**config.mk**
```make
export PLATFORM = sky130hd
export DESIGN_NAME = bb3_mean_flat
export DESIGN_NICKNAME = d
export VERILOG_FILES = /design/src/bb3_pkg.sv /design/src/bb3_if.sv /design/src/bb3_mean.sv /design/src/flat_wrapper.sv
export SDC_FILE = /design/constraint.sdc
export NUM_CORES = 1
export LEC_CHECK = 0
export ABC_AREA = 1
export ABC_CLOCK_PERIOD_IN_PS = 800
export BUFFER_PORTS_ARGS = -buffer_cell sky130_fd_sc_hd__buf_2
export CAP_MARGIN = 25
export CORE_ASPECT_RATIO = 1.25
export CORE_MARGIN = 3
export CORE_UTILIZATION = 59
export CTS_BUF_LIST = sky130_fd_sc_hd__clkbuf_4 sky130_fd_sc_hd__clkbuf_8
export DETAILED_ROUTE_END_ITERATION = 10
export GPL_ROUTABILITY_DRIVEN = 0
export PLACE_DENSITY = 0.81
export SLEW_MARGIN = 25
export SYNTH_ARGS = -nofsm -noshare
export SYNTH_HDL_FRONTEND = slang
export SYNTH_SLANG_ARGS = --single-unit
export TNS_END_PERCENT = 20
```
**constraint.sdc**
```tcl
create_clock -name clk -period 0.8 [get_ports clk]
set_input_delay 0.08 -clock clk [delete_from_list [all_inputs] [get_ports clk]]
set_output_delay 0.08 -clock clk [all_outputs]
set_load 0.02 [all_outputs]
```
**src/bb3_pkg.sv**
```systemverilog
// Shared types, constants and arithmetic helpers for the 3x3 RGB box blur.
// Depends on nothing; every other file of the block imports it.
package bb3_pkg;

    localparam int MAX_WIDTH = 1024;
    localparam int COL_W     = $clog2(MAX_WIDTH);
    localparam int ROW_W     = 16;
    localparam int FW_W      = 11;
    localparam int CH_W      = 8;
    localparam int SUM_W     = 12;
    localparam int N_W       = 4;
    localparam int RECIP_W   = 20;
    localparam int X_W       = SUM_W + 1;
    localparam int PROD_W    = X_W + RECIP_W;
    localparam int CFG_IDX_W = 1;
    localparam int CFG_DAT_W = 16;

    localparam logic [CFG_IDX_W-1:0] REG_FRAME_WIDTH  = 1'b0;
    localparam logic [CFG_IDX_W-1:0] REG_FRAME_HEIGHT = 1'b1;

    localparam logic [FW_W-1:0]  FRAME_WIDTH_RST  = 11'd640;
    localparam logic [ROW_W-1:0] FRAME_HEIGHT_RST = 16'd480;

    // Channel 0 is red, 1 green, 2 blue.
    typedef logic [2:0][CH_W-1:0] px_t;
    // Row 0 is two rows up, row 1 the row above, row 2 the current row.
    typedef px_t [2:0] col_t;

    typedef struct packed {
        px_t prev;
        px_t older;
    } line_t;

    typedef struct packed {
        logic [ROW_W-1:0]          row;
        logic [COL_W-1:0]          col;
        logic [2:0][SUM_W-1:0]     sum;
        logic [N_W-1:0]            n;
    } res_t;

    // Sum of one channel over rows r0..2 of the newest 'ages' columns.
    function automatic logic [SUM_W-1:0] win_sum(col_t c0, col_t c1, col_t c2,
                                                 logic [1:0] r0, logic [1:0] ages,
                                                 logic [1:0] ch);
        logic [SUM_W-1:0] s;
        s = '0;
        for (int r = 0; r < 3; r++) begin
            if (2'(r) >= r0) begin
                s = s + SUM_W'(c0[r][ch]);
                if (ages >= 2'd2) s = s + SUM_W'(c1[r][ch]);
                if (ages == 2'd3) s = s + SUM_W'(c2[r][ch]);
            end
        end
        return s;
    endfunction

    function automatic logic [N_W-1:0] n_count(logic [1:0] r0, logic [1:0] ages);
        logic [N_W-1:0] rows;
        rows = N_W'(2'd3 - r0);
        return N_W'(rows * N_W'(ages));
    endfunction

    // ceil(2^20 / (2n)); exact floor division for numerators below 2^13.
    function automatic logic [RECIP_W-1:0] recip(logic [N_W-1:0] n);
        logic [RECIP_W-1:0] m;
        case (n)
            4'd1:    m = 20'd524288;
            4'd2:    m = 20'd262144;
            4'd3:    m = 20'd174763;
            4'd4:    m = 20'd131072;
            4'd6:    m = 20'd87382;
            4'd9:    m = 20'd58255;
            default: m = '0;
        endcase
        return m;
    endfunction

endpackage

```
**src/bb3_if.sv**
```systemverilog


interface bb_res_if import bb3_pkg::*; ();
    logic             valid;
    logic             ready;
    logic [ROW_W-1:0] out_row;
    logic [COL_W-1:0] out_column;
    logic [CH_W-1:0]  out_red;
    logic [CH_W-1:0]  out_green;
    logic [CH_W-1:0]  out_blue;
    logic             run_last;

    modport source (output valid, out_row, out_column, out_red, out_green, out_blue,
                    run_last, input ready);
    modport sink   (input valid, out_row, out_column, out_red, out_green, out_blue,
                    run_last, output ready);
endinterface

```
**src/bb3_mean.sv**
```systemverilog
// Rounded mean unit and output register: divides the three channel sums by
// the neighbour count through reciprocal multiplication. Depends on bb3_pkg, bb3_if.
module bb3_mean import bb3_pkg::*;
(
    input  logic        clk,
    input  logic        rst_n,
    input  logic        load,
    input  res_t        cand,
    input  logic        last,
    output logic        free,
    bb_res_if.source    res_out
);

    logic [2:0][X_W-1:0]    x;
    logic [2:0][PROD_W-1:0] prod;
    logic [RECIP_W-1:0]     m;

    logic             valid_reg, valid_next;
    logic [ROW_W-1:0] row_reg;
    logic [COL_W-1:0] col_reg;
    px_t              px_reg;
    logic             last_reg;

    // floor((2*sum + n) / (2*n)) as (2*sum + n) * ceil(2^20/(2n)) >> 20.
    always_comb
    begin
        m = recip(cand.n);
        for (int ch = 0; ch < 3; ch++)
        begin
            x[ch]    = X_W'({cand.sum[ch], 1'b0}) + X_W'(cand.n);
            prod[ch] = PROD_W'(x[ch]) * PROD_W'(m);
        end
    end

    assign free = !valid_reg || res_out.ready;

    always_comb
    begin
        if (load)
            valid_next = 1'b1;
        else if (res_out.ready)
            valid_next = 1'b0;
        else
            valid_next = valid_reg;
    end

    always_ff @(posedge clk or negedge rst_n)
    begin
        if (!rst_n)
        begin
            valid_reg <= 1'b0;
        end
        else
        begin
            valid_reg <= valid_next;
        end
    end

    always_ff @(posedge clk)
    begin
        if (load)
        begin
            row_reg  <= cand.row;
            col_reg  <= cand.col;
            last_reg <= last;
            for (int ch = 0; ch < 3; ch++)
            begin
                px_reg[ch] <= prod[ch][RECIP_W+CH_W-1:RECIP_W];
            end
        end
    end

    assign res_out.valid      = valid_reg;
    assign res_out.out_row    = row_reg;
    assign res_out.out_column = col_reg;
    assign res_out.out_red    = px_reg[0];
    assign res_out.out_green  = px_reg[1];
    assign res_out.out_blue   = px_reg[2];
    assign res_out.run_last   = last_reg;

endmodule

```
**src/flat_wrapper.sv**
```systemverilog
// flat-port wrapper written by rule: the top's interface ports become plain ports
module bb3_mean_flat import bb3_pkg::*;
  (clk, rst_n, load, cand, last, free, res_out_valid, res_out_out_row, res_out_out_column, res_out_out_red, res_out_out_green, res_out_out_blue, res_out_run_last, res_out_ready);
  bb_res_if res_out_i ();
  input  logic clk;
  input  logic rst_n;
  input  logic load;
  input  res_t cand;
  input  logic last;
  output logic free;
  output wire logic [$bits(res_out_i.valid)-1:0] res_out_valid;
  output wire logic [$bits(res_out_i.out_row)-1:0] res_out_out_row;
  output wire logic [$bits(res_out_i.out_column)-1:0] res_out_out_column;
  output wire logic [$bits(res_out_i.out_red)-1:0] res_out_out_red;
  output wire logic [$bits(res_out_i.out_green)-1:0] res_out_out_green;
  output wire logic [$bits(res_out_i.out_blue)-1:0] res_out_out_blue;
  output wire logic [$bits(res_out_i.run_last)-1:0] res_out_run_last;
  input wire logic [$bits(res_out_i.ready)-1:0] res_out_ready;
  assign res_out_valid = res_out_i.valid;
  assign res_out_out_row = res_out_i.out_row;
  assign res_out_out_column = res_out_i.out_column;
  assign res_out_out_red = res_out_i.out_red;
  assign res_out_out_green = res_out_i.out_green;
  assign res_out_out_blue = res_out_i.out_blue;
  assign res_out_run_last = res_out_i.run_last;
  assign res_out_i.ready = res_out_ready;
  bb3_mean u_core (.clk(clk), .rst_n(rst_n), .load(load), .cand(cand), .last(last), .free(free), .res_out(res_out_i));
endmodule
```
==> flow_summary_export.csv, run 1 <==
group,metric,value,unit
synthesis,synth.most_common_cell,"inv_1",
synthesis,synth_ff_type,"edfxtp_1",
synthesis,synth.top_cell.area_share,44.5,%
place,dpl.hpwl,58.2,mm
cts,htreeDepth,2,
sta,worstEndpointGrtRepair,"u_core.res_out.out_red[7]$_DFFE_PP_/D",
die,row_count,75,
synthesis,ys_ff_latch,52,
die,die_w,172,microns
synthesis,synth.largest_area_cell,"fa_1",
cts,clockBufferDepth,2,
synthesis,yosysWarningCount,0,
synthesis,seq_area_frac_synth,7.66,%
die,die_height,214,microns
synthesis,syn_area_per_cell,8.21,sq um
synthesis,syn_inst,2476,
synthesis,synthTopCellsByArea,"fa_1, inv_1, ha_1",
outcome,error,"[ERROR GRT-0232] Routing congestion too high. Check the congestion heatmap in the GUI.",
die,ios,124,
outcome,failing_step,"global routing (5_1_grt)",
cts,numCtsBuffers,5,
synthesis,synth_area,20300,sq um
cts,cts_root_buffer,"clkbuf_8",
place,portBuffers,123,
outcome,status,"stopped before the end",
synthesis,ys_types,46,
synthesis,ys_async_sr_fraction,1.92,%
synthesis,synth_edf_count,51,
sta,endpoint_type,"register data pin",
global_routing,grt_overflow,29,
synthesis,yosys-top-cells-count,"inv_1, fa_1, nand2_1",
global_routing,grt_max_degree,44,
global_routing,grt_util_all_layers,67.8,%
die,start_util,60.2,%
cts,clock-sinks,52,
[logic make-up after synthesis]
kind of cell | share of synthesized area, %
buf+inv | 16.5
fa+ha+maj | 55.1
simple gates | 15.1
other cells | 0.0370
flops | 7.66
compound gates | 3.96
xor+xnor | 1.59
[per-stage QoR]
stage / cells / hold WS [ns] / setup WS, ns / instance area (sq um) / TNS [ns]
CTS: 3535 / -0.0139 / -4.70 / 27200 / -119.81
detailed placement: 3461 / -0.145 / -5.64 / 25100 / -128.03
global placement: 3461 / -0.146 / -5.36 / 25100 / -122.81
floorplan: 2486 / -0.216 / -4.67 / 20600 / -107.64
[routing by layer]
layer	overflow	track usage, %
met1	0	64.8
met2	19	83.5
met3	0	55.0
met4	10	70.6
met5	0	24.9
[what timing repair did]
action | 4_1_cts
buffers inserted | 41
endpoints found under the setup margin | 77
gates resized for setup | 359
pin swaps | 171
cloned | 0
hold buffers | 28
hold endpoints to repair | 29
==> run 2, diff against run 1 <==
--- a/config.mk
+++ b/config.mk
@@ -6,16 +6,14 @@
 export NUM_CORES = 1
 export LEC_CHECK = 0
 export ABC_AREA = 1
-export ABC_CLOCK_PERIOD_IN_PS = 800
+export ABC_CLOCK_PERIOD_IN_PS = 1000
 export BUFFER_PORTS_ARGS = -buffer_cell sky130_fd_sc_hd__buf_2
 export CAP_MARGIN = 25
-export CORE_ASPECT_RATIO = 1.25
 export CORE_MARGIN = 3
-export CORE_UTILIZATION = 59
-export CTS_BUF_LIST = sky130_fd_sc_hd__clkbuf_4 sky130_fd_sc_hd__clkbuf_8
+export CORE_UTILIZATION = 40
 export DETAILED_ROUTE_END_ITERATION = 10
 export GPL_ROUTABILITY_DRIVEN = 0
-export PLACE_DENSITY = 0.81
+export PLACE_DENSITY_LB_ADDON = 0.15
 export SLEW_MARGIN = 25
 export SYNTH_ARGS = -nofsm -noshare
 export SYNTH_HDL_FRONTEND = slang
==> constraint.sdc (replaced) <==
create_clock -name clk -period 1 [get_ports clk]
set_input_delay 0.1 -clock clk [delete_from_list [all_inputs] [get_ports clk]]
set_output_delay 0.1 -clock clk [all_outputs]
set_load 0.02 [all_outputs]
==> flow_summary_export.csv, run 2 <==
group,metric,value,unit
synthesis,synth.top_cell.area_share,44.5,%
synthesis,ys_ff_latch,52,
layout,instances_no_fill,3770,
routing,drcViolationCount,0,
pwr,peakVddDrop,0.000844,V
synthesis,synth_area,20300,sq um
synthesis,synth.most_common_cell,"inv_1",
outcome,status,"complete, but fails checks",
layout,num_antenna_cells,0,
critical_path,start_kind,"input pin",
global_routing,antenna_found_initial,1,
layout,final_cell_area,27400,sq um
layout,final_common_cell,"inv_1",
routing,final_antenna_net_count,0,
global_routing,grt_overflow,0,
die,die_area,53600,sq um
sta,worst_slack,-4.64,ns
cts,path_clk_slew,0.09,ns
sta,finalCritPeriodShare,564,%
layout,finalNetCount,3800,
synthesis,synth.largest_area_cell,"fa_1",
layout,syn2layout_area_growth,34.9,%
die,ios,124,
worst_hold_path,hold_path.class,"input pin to flip-flop",
routing,wl,62.0,mm
layout,mostFrequentLayoutCells,"inv_1, buf_4, fa_1, nand2_1, nor2_1",
layout,largest_reg_flops,16,
sta,max_freq,0.177,GHz
synthesis,synthTopCellsByArea,"fa_1, inv_1, ha_1",
die,die_w,231,microns
sta,rsz0062_at_grt,"yes",
sta,min_period,5.64,ns
cts,cts_root_buffer,"clkbuf_16",
synthesis,seq_area_frac_synth,7.66,%
critical_path,critPathMaxStageDelay,0.52,ns
critical_path,end_kind,"flip-flop",
place,dpl.hpwl,55.3,mm
routing,post_drt_wl_per_cell,16.5,microns
outcome,violations,"setup timing",
synthesis,ys_async_sr_fraction,1.92,%
place,place_ws,-5.26,ns
die,die_height,231,microns
cts,clock-sinks,52,
place,placed_cell_area,25500,sq um
cts,clock_latency,0.34,ns
critical_path,r2r_setup_slack,0.38,ns
pwr,powerDensity,1040,nW/um^2
critical_path,criticalPathCategory,"input pin to flip-flop",
routing,viasPerCell,4.58,
routing,via_count,17300,
cts,numCtsBuffers,5,
global_routing,grt_util_all_layers,24.2,%
critical_path,cp_data_required_time,1.09,ns
routing,first_pass_iters,6,
critical_path,crit_path_frequent_cell,"fa_1",
layout,drive_gt1_share,30.3,%
cts,clockBufferDepth,2,
synthesis,synth_ff_type,"edfxtp_1",
die,core-area,49600,sq um
synthesis,syn_area_per_cell,8.21,sq um
place,portBuffers,123,
routing,drt-initial-drc-count,927,
cts,htreeDepth,2,
critical_path,crit_arrival,5.73,ns
critical_path,crit_fanout,6,
global_routing,grt_max_degree,34,
job,maxCapViolCount,0,
pwr,power.total,28.4,mW
cts,cts_tree,"done",
place,dpl.cell_count,3710,
die,row_count,81,
sta,slew_viol_final,0,
pwr,leakage,14.7,nW
sta,setup_viol,28,
synthesis,synth_edf_count,51,
sta,hold_viol_final,0,
die,start_util,41.0,%
sta,clock_skew,0,ns
synthesis,syn_inst,2476,
synthesis,ys_types,46,
global_routing,grt_pass1_vias,19200,
synthesis,yosysWarningCount,0,
critical_path,slowest_stage,"fa_1",
synthesis,yosys-top-cells-count,"inv_1, fa_1, nand2_1",
global_routing,grt_pass1_wl,101,mm
sta,whs,0.0142,ns
layout,fillCellCount,4557,
## run 2: layout make-up
class                      instances  area, sq um  share of cell area [%]
clock inverter                     3         26.3                  0.0958
sequential                        52         1560                    5.68
multi-input combinational       1544        16900                    61.8
inverter                         869         3270                    11.9
timing repair buffer             633         4670                    17.0
clock buffer                       5          125                   0.456
tap                              664          831                    3.03
## run 2: power breakdown
group | switching [mW] | internal [mW]
logic | 13.2 | 10.2
clock network | 1.10 | 0.955
registers | 0.0988 | 2.96
## run 2: repair_timing
action / CTS / global route
endpoints found under the hold margin: 29 / 0
pin swaps: 90 / 61
gates resized for setup: 186 / 138
setup buffers: 17 / 7
hold buffers: 28 / 0
endpoints found under the setup margin: 44 / 62
## run 2: routing by layer
metal	global-route usage, %	routed length [microns]
met4	5.56	1230
met1	33.6	28200
met2	40.1	29500
met5	0	15
met3	3.80	3120
## run 2: kinds of logic after synthesis
logic type	share of synthesized area [%]
compound gates	3.96
xor+xnor	1.59
fa+ha+maj	55.1
buf+inv	16.5
flops	7.66
other cells	0.0370
simple gates	15.1
## run 2: per-stage QoR
step	setup TNS, ns	utilization (%)
floorplan	-103.28	-
global placement	-121.80	51.5
detailed placement	-123.12	51.5
CTS	-107.32	54.1
global route	-114.41	55.3
finish	-107.60	55.3
## run 2: final timing paths
check,start,cells after the start,end
min in group asynchronous,rst_n,2,u_core.res_out.valid$_DFFE_PN0P_
max reg2reg,u_core.res_out.valid$_DFFE_PN0P_,2,u_core.res_out.valid$_DFFE_PN0P_
min reg2reg,u_core.res_out.valid$_DFFE_PN0P_,2,u_core.res_out.valid$_DFFE_PN0P_
max,cand[1],28,u_core.res_out.out_green[1]$_DFFE_PP_
max in group asynchronous,rst_n,2,u_core.res_out.valid$_DFFE_PN0P_
min,res_out_ready,4,u_core.res_out.valid$_DFFE_PN0P_
## run 2: worst max-delay path, delay by kind of cell
family / cells / cell delay [ns]
adders and majority gates: 8 / 3.27
and+or+nand+nor: 6 / 0.75
buffers and inverters: 8 / 0.79
AOI/OAI and AO/OA: 5 / 0.67
xor gates and xnor gates: 1 / 0.14
(Power assumes the default switching activity.)
